===== src/rtl/scds_pkg.sv =====
// ----------------------------------------------------------------------------
// scds_pkg
// Shared widths and reset values for the serial clock divider search.
// ----------------------------------------------------------------------------
package scds_pkg;

  localparam int unsigned DATA_W      = 32;
  localparam int unsigned PRESCALE_W  = 3;
  localparam int unsigned DIV_SEL_W   = 4;

  localparam int unsigned MAX_PRESCALE_DEF = 7;
  localparam int unsigned MAX_DIV_EXP_DEF  = 8;

  localparam logic [DATA_W-1:0] FREQ_RESET = 32'd24000000;
  localparam logic [DATA_W-1:0] DIST_INIT  = 32'hFFFF_FFFF;

endpackage


===== src/rtl/scds_divider.sv =====
// ----------------------------------------------------------------------------
// scds_divider
// Restoring divider, one quotient bit per cycle, for a narrow divisor.
// ----------------------------------------------------------------------------
module scds_divider #(
  parameter int unsigned DEN_W = 4
) (
  input  logic                       clk_i,
  input  logic                       rst_ni,
  input  logic                       start_i,
  input  logic [scds_pkg::DATA_W-1:0] num_i,
  input  logic [DEN_W-1:0]           den_i,
  output logic                       done_o,
  output logic [scds_pkg::DATA_W-1:0] quo_o
);

  localparam int unsigned CNT_W = $clog2(scds_pkg::DATA_W);

  logic                        busy_q, busy_d;
  logic                        done_q, done_d;
  logic [CNT_W-1:0]            cnt_q, cnt_d;
  logic [scds_pkg::DATA_W-1:0] quo_q, quo_d;
  logic [DEN_W-1:0]            rem_q, rem_d;
  logic [DEN_W-1:0]            den_q, den_d;
  logic [DEN_W:0]              trial;
  logic                        fits;

  // shift the next dividend bit into the partial remainder
  assign trial = {rem_q, quo_q[scds_pkg::DATA_W-1]};
  assign fits  = trial >= {1'b0, den_q};

  always_comb begin
    busy_d = busy_q;
    done_d = 1'b0;
    cnt_d  = cnt_q;
    quo_d  = quo_q;
    rem_d  = rem_q;
    den_d  = den_q;
    if (start_i) begin
      busy_d = 1'b1;
      cnt_d  = '0;
      quo_d  = num_i;
      rem_d  = '0;
      den_d  = den_i;
    end else if (busy_q) begin
      quo_d = {quo_q[scds_pkg::DATA_W-2:0], fits};
      rem_d = fits ? DEN_W'(trial - {1'b0, den_q}) : trial[DEN_W-1:0];
      cnt_d = cnt_q + 1'b1;
      if (cnt_q == CNT_W'(scds_pkg::DATA_W - 1)) begin
        busy_d = 1'b0;
        done_d = 1'b1;
      end
    end
  end

  always_ff @(posedge clk_i or negedge rst_ni) begin
    if (!rst_ni) begin
      busy_q <= 1'b0;
      done_q <= 1'b0;
      cnt_q  <= '0;
    end else begin
      busy_q <= busy_d;
      done_q <= done_d;
      cnt_q  <= cnt_d;
    end
  end

  always_ff @(posedge clk_i) begin
    quo_q <= quo_d;
    rem_q <= rem_d;
    den_q <= den_d;
  end

  assign done_o = done_q;
  assign quo_o  = quo_q;

endmodule


===== src/rtl/spi_clock_divider_search.sv =====
// ----------------------------------------------------------------------------
// spi_clock_divider_search
// Picks the prescaler / divider exponent pair whose serial clock rate is
// closest to the requested rate without exceeding it (else the slowest pair).
// ----------------------------------------------------------------------------
// An item is taken when start is high and busy is low; busy then stays high
// until the search ends. For each prescaler code the input clock is divided
// by code+1 in a bit-serial divider, then the divider exponents are scanned
// one per cycle by shifting its quotient. An exact match ends the scan
// early. The result appears for one cycle with done_o, in the first cycle
// that busy is low, and cannot be stalled, so capture it then. The clock
// register may be written while the block is idle.
// ----------------------------------------------------------------------------
module spi_clock_divider_search #(
  parameter int unsigned MAX_PRESCALE = scds_pkg::MAX_PRESCALE_DEF,
  parameter int unsigned MAX_DIV_EXP  = scds_pkg::MAX_DIV_EXP_DEF
) (
  input  logic                          clk_i,
  input  logic                          rst_ni,
  input  logic                          start,
  output logic                          busy,
  input  logic [scds_pkg::DATA_W-1:0]   target_hz_i,
  input  logic                          cfg_valid_i,
  output logic                          cfg_ready_o,
  input  logic [scds_pkg::DATA_W-1:0]   cfg_data_i,
  output logic                          done_o,
  output logic [scds_pkg::PRESCALE_W-1:0] prescale_sel_o,
  output logic [scds_pkg::DIV_SEL_W-1:0]  divider_sel_o
);

  localparam int unsigned P_W = $clog2(MAX_PRESCALE + 1);
  localparam int unsigned D_W = $clog2(MAX_DIV_EXP + 1);

  localparam logic [1:0] ST_IDLE = 2'd0;
  localparam logic [1:0] ST_DIV  = 2'd1;
  localparam logic [1:0] ST_SCAN = 2'd2;

  logic [1:0]                  state_q, state_d;
  logic [scds_pkg::DATA_W-1:0] freq_q;
  logic [scds_pkg::DATA_W-1:0] target_q, target_d;
  logic [P_W-1:0]              p_q, p_d;
  logic [D_W-1:0]              d_q, d_d;
  logic [scds_pkg::DATA_W-1:0] best_dist_q, best_dist_d;
  logic [P_W-1:0]              best_p_q, best_p_d;
  logic [D_W-1:0]              best_d_q, best_d_d;
  logic                        done_q, done_d;
  logic [scds_pkg::PRESCALE_W-1:0] psel_q, psel_d;
  logic [scds_pkg::DIV_SEL_W-1:0]  dsel_q, dsel_d;

  logic                        div_start;
  logic [P_W:0]                div_den;
  logic                        div_done;
  logic [scds_pkg::DATA_W-1:0] div_quo;

  logic [D_W:0]                shamt;
  logic [scds_pkg::DATA_W-1:0] rate;
  logic [scds_pkg::DATA_W-1:0] cand_dist;
  logic                        take;

  scds_divider #(
    .DEN_W (P_W + 1)
  ) u_div (
    .clk_i   (clk_i),
    .rst_ni  (rst_ni),
    .start_i (div_start),
    .num_i   (freq_q),
    .den_i   (div_den),
    .done_o  (div_done),
    .quo_o   (div_quo)
  );

  // rate of the current pair: quotient for this prescaler shifted by d+1
  assign shamt     = {1'b0, d_q} + 1'b1;
  assign rate      = div_quo >> shamt;
  assign cand_dist = target_q - rate;
  assign take      = (target_q >= rate) && (cand_dist < best_dist_q);

  assign div_den = {1'b0, p_d} + 1'b1;

  always_comb begin
    state_d     = state_q;
    target_d    = target_q;
    p_d         = p_q;
    d_d         = d_q;
    best_dist_d = best_dist_q;
    best_p_d    = best_p_q;
    best_d_d    = best_d_q;
    done_d      = 1'b0;
    psel_d      = psel_q;
    dsel_d      = dsel_q;
    div_start   = 1'b0;
    case (state_q)
      ST_IDLE: begin
        if (start) begin
          target_d    = target_hz_i;
          p_d         = '0;
          d_d         = '0;
          best_dist_d = scds_pkg::DIST_INIT;
          best_p_d    = P_W'(MAX_PRESCALE);
          best_d_d    = D_W'(MAX_DIV_EXP);
          div_start   = 1'b1;
          state_d     = ST_DIV;
        end
      end
      ST_DIV: begin
        if (div_done) begin
          d_d     = '0;
          state_d = ST_SCAN;
        end
      end
      ST_SCAN: begin
        if (take) begin
          best_dist_d = cand_dist;
          best_p_d    = p_q;
          best_d_d    = d_q;
        end
        // exact match or last pair ends the search
        if ((take && cand_dist == '0) ||
            (d_q == D_W'(MAX_DIV_EXP) && p_q == P_W'(MAX_PRESCALE))) begin
          done_d  = 1'b1;
          psel_d  = scds_pkg::PRESCALE_W'(best_p_d);
          dsel_d  = scds_pkg::DIV_SEL_W'(best_d_d);
          state_d = ST_IDLE;
        end else if (d_q == D_W'(MAX_DIV_EXP)) begin
          p_d       = p_q + 1'b1;
          div_start = 1'b1;
          state_d   = ST_DIV;
        end else begin
          d_d = d_q + 1'b1;
        end
      end
      default: begin
        state_d = ST_IDLE;
      end
    endcase
  end

  always_ff @(posedge clk_i or negedge rst_ni) begin
    if (!rst_ni) begin
      state_q <= ST_IDLE;
      done_q  <= 1'b0;
      freq_q  <= scds_pkg::FREQ_RESET;
    end else begin
      state_q <= state_d;
      done_q  <= done_d;
      if (cfg_valid_i && cfg_ready_o) begin
        freq_q <= cfg_data_i;
      end
    end
  end

  always_ff @(posedge clk_i) begin
    target_q    <= target_d;
    p_q         <= p_d;
    d_q         <= d_d;
    best_dist_q <= best_dist_d;
    best_p_q    <= best_p_d;
    best_d_q    <= best_d_d;
    psel_q      <= psel_d;
    dsel_q      <= dsel_d;
  end

  assign busy           = state_q != ST_IDLE;
  assign cfg_ready_o    = 1'b1;
  assign done_o         = done_q;
  assign prescale_sel_o = psel_q;
  assign divider_sel_o  = dsel_q;

  a_done_idle: assert property (@(posedge clk_i) disable iff (!rst_ni)
    done_o |-> !busy)
    else $error("result strobe while search still running");

  a_start_busy: assert property (@(posedge clk_i) disable iff (!rst_ni)
    (start && !busy) |=> busy)
    else $error("accepted item did not start the search");

  a_div_only_in_div: assert property (@(posedge clk_i) disable iff (!rst_ni)
    div_done |-> (state_q == ST_DIV))
    else $error("divider finished outside its wait state");

  a_sel_range: assert property (@(posedge clk_i) disable iff (!rst_ni)
    done_o |-> (divider_sel_o <= scds_pkg::DIV_SEL_W'(MAX_DIV_EXP)))
    else $error("divider exponent out of range");

endmodule


===== config.mk =====
export PLATFORM = sky130hd
export DESIGN_NAME = spi_clock_divider_search
export DESIGN_NICKNAME = d
export VERILOG_FILES = /design/src/rtl/scds_pkg.sv /design/src/rtl/scds_divider.sv /design/src/rtl/spi_clock_divider_search.sv
export SDC_FILE = /design/constraint.sdc
export NUM_CORES = 1
export LEC_CHECK = 0
export BUFFER_PORTS_ARGS = -buffer_cell sky130_fd_sc_hd__buf_2
export CAP_MARGIN = 15
export CELL_PAD_IN_SITES_DETAIL_PLACEMENT = 0
export CELL_PAD_IN_SITES_GLOBAL_PLACEMENT = 1
export CORE_MARGIN = 5
export CORE_UTILIZATION = 53
export CTS_CLUSTER_DIAMETER = 150
export DETAILED_ROUTE_END_ITERATION = 8
export HOLD_SLACK_MARGIN = 0.08
export PLACE_DENSITY_LB_ADDON = 0.1
export SLEW_MARGIN = 20
export SYNTH_ARGS = -nofsm -noshare
export SYNTH_HDL_FRONTEND = slang
export SYNTH_SLANG_ARGS = --single-unit

===== constraint.sdc =====
create_clock -name clk_i -period 17.42 [get_ports clk_i]
set_input_delay 5.226 -clock clk_i [delete_from_list [all_inputs] [get_ports clk_i]]
set_output_delay 5.226 -clock clk_i [all_outputs]
set_load 0.02 [all_outputs]

Yosys cells after proc, flatten, opt, wreduce, memory -nomap -nowiden
Cells that the tools add are included.

Input bits: 68. Bits in read-only memories: 0. Bits in writable memories: 0. Register bits after elaboration: 167. Bits in latches: 0. Memories: 0. Output and inout bits: 10.

Shifts and indexed selects: 1. Add/subtract/negate cells: 7. Bitwise gates (word level): 0. Multiplexer cells: 40. Eq/ne operators: 11. Order comparisons: 3. Div/mod/pow operators: 0. Reductions and logical operators: 16. Multipliers: 0.

Operators with widths (count): $mux W32 (4); $pmux W32 S2 (1); $ge A32 B32 Y1 (1); $logic_not A32 Y1 (1); $lt A32 B32 Y1 (1); $shr A32 B5 Y32 (1); $sub A32 B32 Y32 (1); $mux W4 (7); $mux W3 (5); $pmux W3 S2 (2); $pmux W4 S3 (1); $mux W1 (11); $mux W5 (2); $mux W2 (4); $ne A2 B2 Y1 const B (4); $pmux W4 S2 (1); $pmux W2 S3 (1); $reduce_and A2 Y1 (3); $reduce_and A3 Y1 (2); $reduce_bool A2 Y1 (3); $add A4 B1 Y5 const B (1); $add A5 B1 Y5 const B (1); $eq A5 B5 Y1 const B (1); $ge A5 B4 Y1 (1); other kinds (16) (18).

Longest topological paths before layout
Word-level depth: 10. Mapped depth: 37. Mapped depth without buffers: 32.

By module
From an unflattened synthesis, not the netlist that was laid out.

Cell total of the unflattened synthesis: 1067. Area total of the unflattened synthesis: 11003.1 um2.

Modules (own cells, without submodules): spi_clock_divider_search (sequential area each 3410.8 um2, cells each 927, times used 1, area each 8874.8 um2); scds_divider (sequential area each 1336.3 um2, cells each 140, times used 1, area each 2128.3 um2).

Worst setup path after synthesis
OpenSTA, ideal clock, no wires.

Path type: input-to-reg. Start: input start. End: register best_dist_q[0] in the netlist's numbering (enable). Stages on the path: 3. Arrival: 8189 ps. Library setup time: 470 ps. Required time: 16950 ps. Slack: 8760 ps. Path buffers: 0. Cell sequence: nor2_1 > nor2_1 > a21boi_0.

Cells in the longest elaborated chain, start to end: 2.

RTL lines: start, declared (RTL line spi_clock_divider_search.sv:20) `input logic start,`; $ne A2 B2 Y1 (no source line); $reduce_and A3 Y1 (no source line); end signal, assigned (RTL line spi_clock_divider_search.sv:156) `best_dist_q <= best_dist_d;`; end, declared (RTL line spi_clock_divider_search.sv:43) `logic [scds_pkg::DATA_W-1:0] best_dist_q, best_dist_d;`.

No other way between the ends. A chain may end at the register's enable or synchronous reset.

Final worst setup path
Start: register d_q[2]. End: register u_div.den_q[1], data pin.

Cells in the longest elaborated chain, start to end: 10. Elaborated cells between the ends (all ways): 15. Those cells by class: add/sub (3); order compare (2); eq/ne (1); shift (1); mux (3); reduce/logical (5).

RTL lines: start, declared (RTL line spi_clock_divider_search.sv:42) `logic [D_W-1:0] d_q, d_d;`; start signal, assigned (RTL line spi_clock_divider_search.sv:155) `d_q <= d_d;`; $add A4 B1 Y5 * (RTL line spi_clock_divider_search.sv:73) `assign shamt = {1'b0, d_q} + 1'b1;`; $shr A32 B5 Y32 * (RTL line spi_clock_divider_search.sv:74) `assign rate = div_quo >> shamt;`; $sub A32 B32 Y32 * (RTL line spi_clock_divider_search.sv:75) `assign cand_dist = target_q - rate;`; via cand_dist, one bit (RTL line spi_clock_divider_search.sv:57) `logic [scds_pkg::DATA_W-1:0] cand_dist;`; $lt A32 B32 Y1 (RTL line spi_clock_divider_search.sv:76) `assign take = (target_q >= rate) && (cand_dist < best_dist_q);`; $logic_and A1 B1 Y1 (RTL line spi_clock_divider_search.sv:76); $logic_and A1 B1 Y1 * (RTL line spi_clock_divider_search.sv:118) `if ((take && cand_dist == '0) ||`; $logic_or A1 B1 Y1 * (RTL line spi_clock_divider_search.sv:118); $mux W3 * (RTL line spi_clock_divider_search.sv:118); $pmux W3 S2 * (RTL line spi_clock_divider_search.sv:92) `case (state_q)`; via p_d[0] (RTL line spi_clock_divider_search.sv:41) `logic [P_W-1:0] p_q, p_d;`; $add A3 B1 Y4 * (RTL line spi_clock_divider_search.sv:78) `assign div_den = {1'b0, p_d} + 1'b1;`; via div_den[1] (RTL line spi_clock_divider_search.sv:51) `logic [P_W:0] div_den;`; end signal, assigned (RTL line scds_divider.sv:71) `den_q <= den_d;`; end, declared (RTL line scds_divider.sv:24) `logic [DEN_W-1:0] den_q, den_d;`.

Mark *: on every way through the listed nets, which the timed path passes. The rest lies on a longest branch.

==> run summary <==
The utilization of the core after routing is 0.596, and the clock slew at the register clock pins of the worst setup and hold paths is 0.07 ns. The post-detailed-route wirelength per cell was 17.9 µm; the count of different cell masters after synthesis was 76. The run gives 78 as the boundary pin count. The final hold violation count is 0.

The residual antenna-violating net count after detailed routing was 0; the source-to-sink clock delay at the later pin of the worst-skew pair was 0.43 ns. STA classifies the critical path endpoint as a register. The total of flip-flops plus latches after synthesis came out at 167.

The worst hold path belongs to the class reg2reg. The final-layout setup total negative slack was 0 ns. For the via count of the first global-routing pass, the log shows 7835. For the pin with the worst max-slew slack, the measured transition is 0.978 ns. The total count of max-transition violations in the final report was 0. The ratio of cells with drive above 1 in the final layout was 0.215. The run gives 17.60 ns as the endpoint required time on the critical path. On the final layout, the worst clock skew is 0.0109 ns. Leaving out fill and tap cells, the most frequent cell in the layout is sky130_fd_sc_hd__nand2_1. The post-route fraction of the period consumed by the critical path is 0.467, and the achievable frequency is 123 MHz. The mean instance size in the synthesized netlist is 10.4 µm².

The maximum count of clock buffers along a single path was 2. For the combined area of all synthesized cells, the log shows 11000 µm². The detailed router finished its first iteration with 504 violations.

For the number of optimization iterations in the first detailed-route pass, the log shows 5. The logs give 40700 µm for the global-route wire length before repair and 1352 for the cell total after placement. Entering global routing, the biggest net connects 45 pins. The region available for standard cell placement spans 20300 µm². The part of the Yosys area used for sequential elements was 0.433; the final estimated routing congestion in global placement was 0.857. The initial antenna violation count is 1.

The top cell types in the final layout, fill and taps aside, are 123 x sky130_fd_sc_hd__nand2_1, 118 x sky130_fd_sc_hd__edfxtp_1, 76 x sky130_fd_sc_hd__buf_2. The ratio of routed vias to standard cells is 5.71. The number of gates resized after CTS was 0. After clock tree synthesis, the setup repair step added 0 buffers. The wire-length estimate of the detail-placed layout is 18900 µm. The logs give 17 for the number of CTS-inserted buffers and 8.32 ns for the data arrival time of the critical path. TritonCTS built the clock tree.

Summing over every cut layer, the via total after detailed routing is 7917. The nature of the critical path startpoint was a register. The root buffer cell is sky130_fd_sc_hd__clkbuf_16.

Across all hold checks on the routed design, the worst slack comes to 0.458 ns. The worst slew margin relative to its limit was 0.346; the final routed DRC violation total was 0. The initial core utilization is 0.540, and the die outline width is 154 µm. The area overhead of the layout relative to synthesis was 10.4%; the count of cells along the worst hold path was 1.

In the post-route analysis, the smallest setup slack over all paths is 9.28 ns. The total number of yosys warnings was 0; the reported leakage power was 5.06 nW. The run gives 1245 as the number of nets in the layout. For the quantity of hold-fixing buffers added after cts, the log shows 0. Yosys mapped a number of flops with a built-in enable equal to 118.

The maximum fanout encountered on the critical timing path came out at 44. The number of max-cap violations came out at 0. Share of synthesized flip-flops with an asynchronous set or reset: 0.251. Synthesis produced a netlist whose cell count is 1054. The overall global routing resource usage was 0.211; the H-tree level count was 4. Port buffering added 76 buffers.

The die area is 23600 µm², and the clock period minus worst slack is 8.14 ns. The depth of the worst register-to-register path is 26. The tools report the final-report setup violation count as 0. Setup repair after global routing left no endpoint under its margin. The setup slack at placement is 9.29 ns.

Critical path class: reg2reg. The clock drives 167 sinks. The total overflow left after global routing is 0. The dominant synthesized flop cell was sky130_fd_sc_hd__edfxtp_1. For the peak supply drop, the log shows 90.9 µV. The routed design has 24800 µm of wire. Counting every net in the synthesized netlist gives 1197.

For this design the ratio of total power to cell area is 173 nW/µm². The run finished with clean final reports. The floorplan has 52 rows.

In this run the vertical extent of the chip is 154 µm. The tools report the final instance count without filler cells as 1386.
## power breakdown
part           internal, W  total (W)  switching (W)
logic             0.000471    0.00113       0.000658
clock network     0.000202   0.000372       0.000171
registers         0.000525   0.000593      0.0000676
## sequential cells by signal, indices dropped and copies added (netlist names)
signal and count:
best_d_q 4, best_dist_q 32, best_p_q 3, d_q 4
divider_sel_o 4, done_o 1, freq_q 32, p_q 3
prescale_sel_o 3, state_q 2, target_q 32, u_div.busy_q 1
u_div.cnt_q 5, u_div.den_q 4, u_div.done_o 1, u_div.quo_o 32
u_div.rem_q 4
## path summary, 6_finish.rpt
path,start,end,slack [ns]
worst max-delay path,d_q[2],u_div.den_q[1],9.28
worst min-delay path,u_div.done_o,state_q[0],0.46
worst max register to register,d_q[2],u_div.den_q[1],9.28
worst min register to register,u_div.done_o,state_q[0],0.46
max in group asynchronous,rst_ni,freq_q[16],11.87
min in group asynchronous,rst_ni,u_div.cnt_q[3],4.95
## layer usage
layer / routed length (µm) / global-route usage / part of all wire / up-vias
met4: 527 / 0.0660 / 0.021 / 0
li1: - / - / - / 3946
met1: 11300 / 0.282 / 0.45 / 3783
met2: 12100 / 0.354 / 0.49 / 157
met3: 889 / 0.0351 / 0.036 / 31
met5: 0 / 0 / 0 / -
## cell type report
type	instances	area [µm²]
inverter	66	250
antenna	1	2.50
tap	270	338
multi-input combinational	766	5730
clock buffer	19	433
fill	1776	8200
clock inverter	13	131
sequential	167	4750
timing repair buffer	84	460
## cell usage after synthesis (15+ instances only)
cell type | count | share of area
sky130_fd_sc_hd__o21ai_0 | 57 | 0.026
sky130_fd_sc_hd__clkbuf_1 | 39 | 0.013
sky130_fd_sc_hd__mux2i_1 | 31 | 0.028
sky130_fd_sc_hd__xnor2_1 | 18 | 0.014
sky130_fd_sc_hd__dfrtp_1 | 32 | 0.073
sky130_fd_sc_hd__nand2_1 | 123 | 0.042
sky130_fd_sc_hd__a211oi_1 | 15 | 0.010
sky130_fd_sc_hd__nor3_1 | 16 | 0.0073
sky130_fd_sc_hd__ha_1 | 73 | 0.083
sky130_fd_sc_hd__nor2_1 | 65 | 0.022
sky130_fd_sc_hd__a21oi_1 | 73 | 0.033
sky130_fd_sc_hd__mux2_4 | 29 | 0.040
sky130_fd_sc_hd__nand3_1 | 15 | 0.0069
sky130_fd_sc_hd__mux2_2 | 46 | 0.047
sky130_fd_sc_hd__nand2b_1 | 22 | 0.013
sky130_fd_sc_hd__inv_1 | 63 | 0.022
sky130_fd_sc_hd__edfxtp_1 | 118 | 0.32
## kinds of logic (layout without fill, tap and decap cells)
logic type,Yosys count,in the layout,share of synthesized area
compound gates,225,225,0.131
other cells,1,2,0.000342
simple gates,318,318,0.140
flops,167,167,0.433
mux,118,118,0.140
xor+xnor,29,29,0.0232
buf+inv,121,182,0.0452
fa+ha+maj,75,75,0.0870
## critical path, stage by stage (launching register included)
cell                       delay (ns)
sky130_fd_sc_hd__edfxtp_1        0.78
sky130_fd_sc_hd__clkinv_1        0.85
sky130_fd_sc_hd__nor3_1          0.39
sky130_fd_sc_hd__a21oi_1         0.10
sky130_fd_sc_hd__mux2_2          0.32
sky130_fd_sc_hd__ha_1            0.51
sky130_fd_sc_hd__nand2_1         0.11
sky130_fd_sc_hd__nor2_1          0.35
sky130_fd_sc_hd__o21ai_0         0.20
sky130_fd_sc_hd__a211oi_1        0.57
sky130_fd_sc_hd__o41a_1          0.22
sky130_fd_sc_hd__xnor2_1         0.18
sky130_fd_sc_hd__inv_1           0.08
sky130_fd_sc_hd__ha_1            0.30
sky130_fd_sc_hd__a21oi_1         0.15
sky130_fd_sc_hd__o21ai_0         0.14
sky130_fd_sc_hd__a211oi_1        0.20
sky130_fd_sc_hd__nor2_1          0.07
sky130_fd_sc_hd__nor4_1          0.35
sky130_fd_sc_hd__nand4_1         0.13
sky130_fd_sc_hd__nor4_1          0.33
sky130_fd_sc_hd__nand4_2         0.26
sky130_fd_sc_hd__a31oi_4         0.41
sky130_fd_sc_hd__inv_4           0.33
sky130_fd_sc_hd__nand2_1         0.18
sky130_fd_sc_hd__o21a_1          0.15
sky130_fd_sc_hd__ha_1            0.23
## per-stage QoR
| stage | area (µm²) | power (W) |
|---|---|---|
| after global placement | 11500 | 0.00171 |
| after CTS | 12100 | 0.00210 |
| after global routing | 12100 | 0.00227 |
| after detailed placement | 11500 | 0.00172 |
| final | 12100 | 0.00209 |
| after floorplan | 11000 | 0.00145 |
Note: power is estimated with default switching activity, not from simulation.
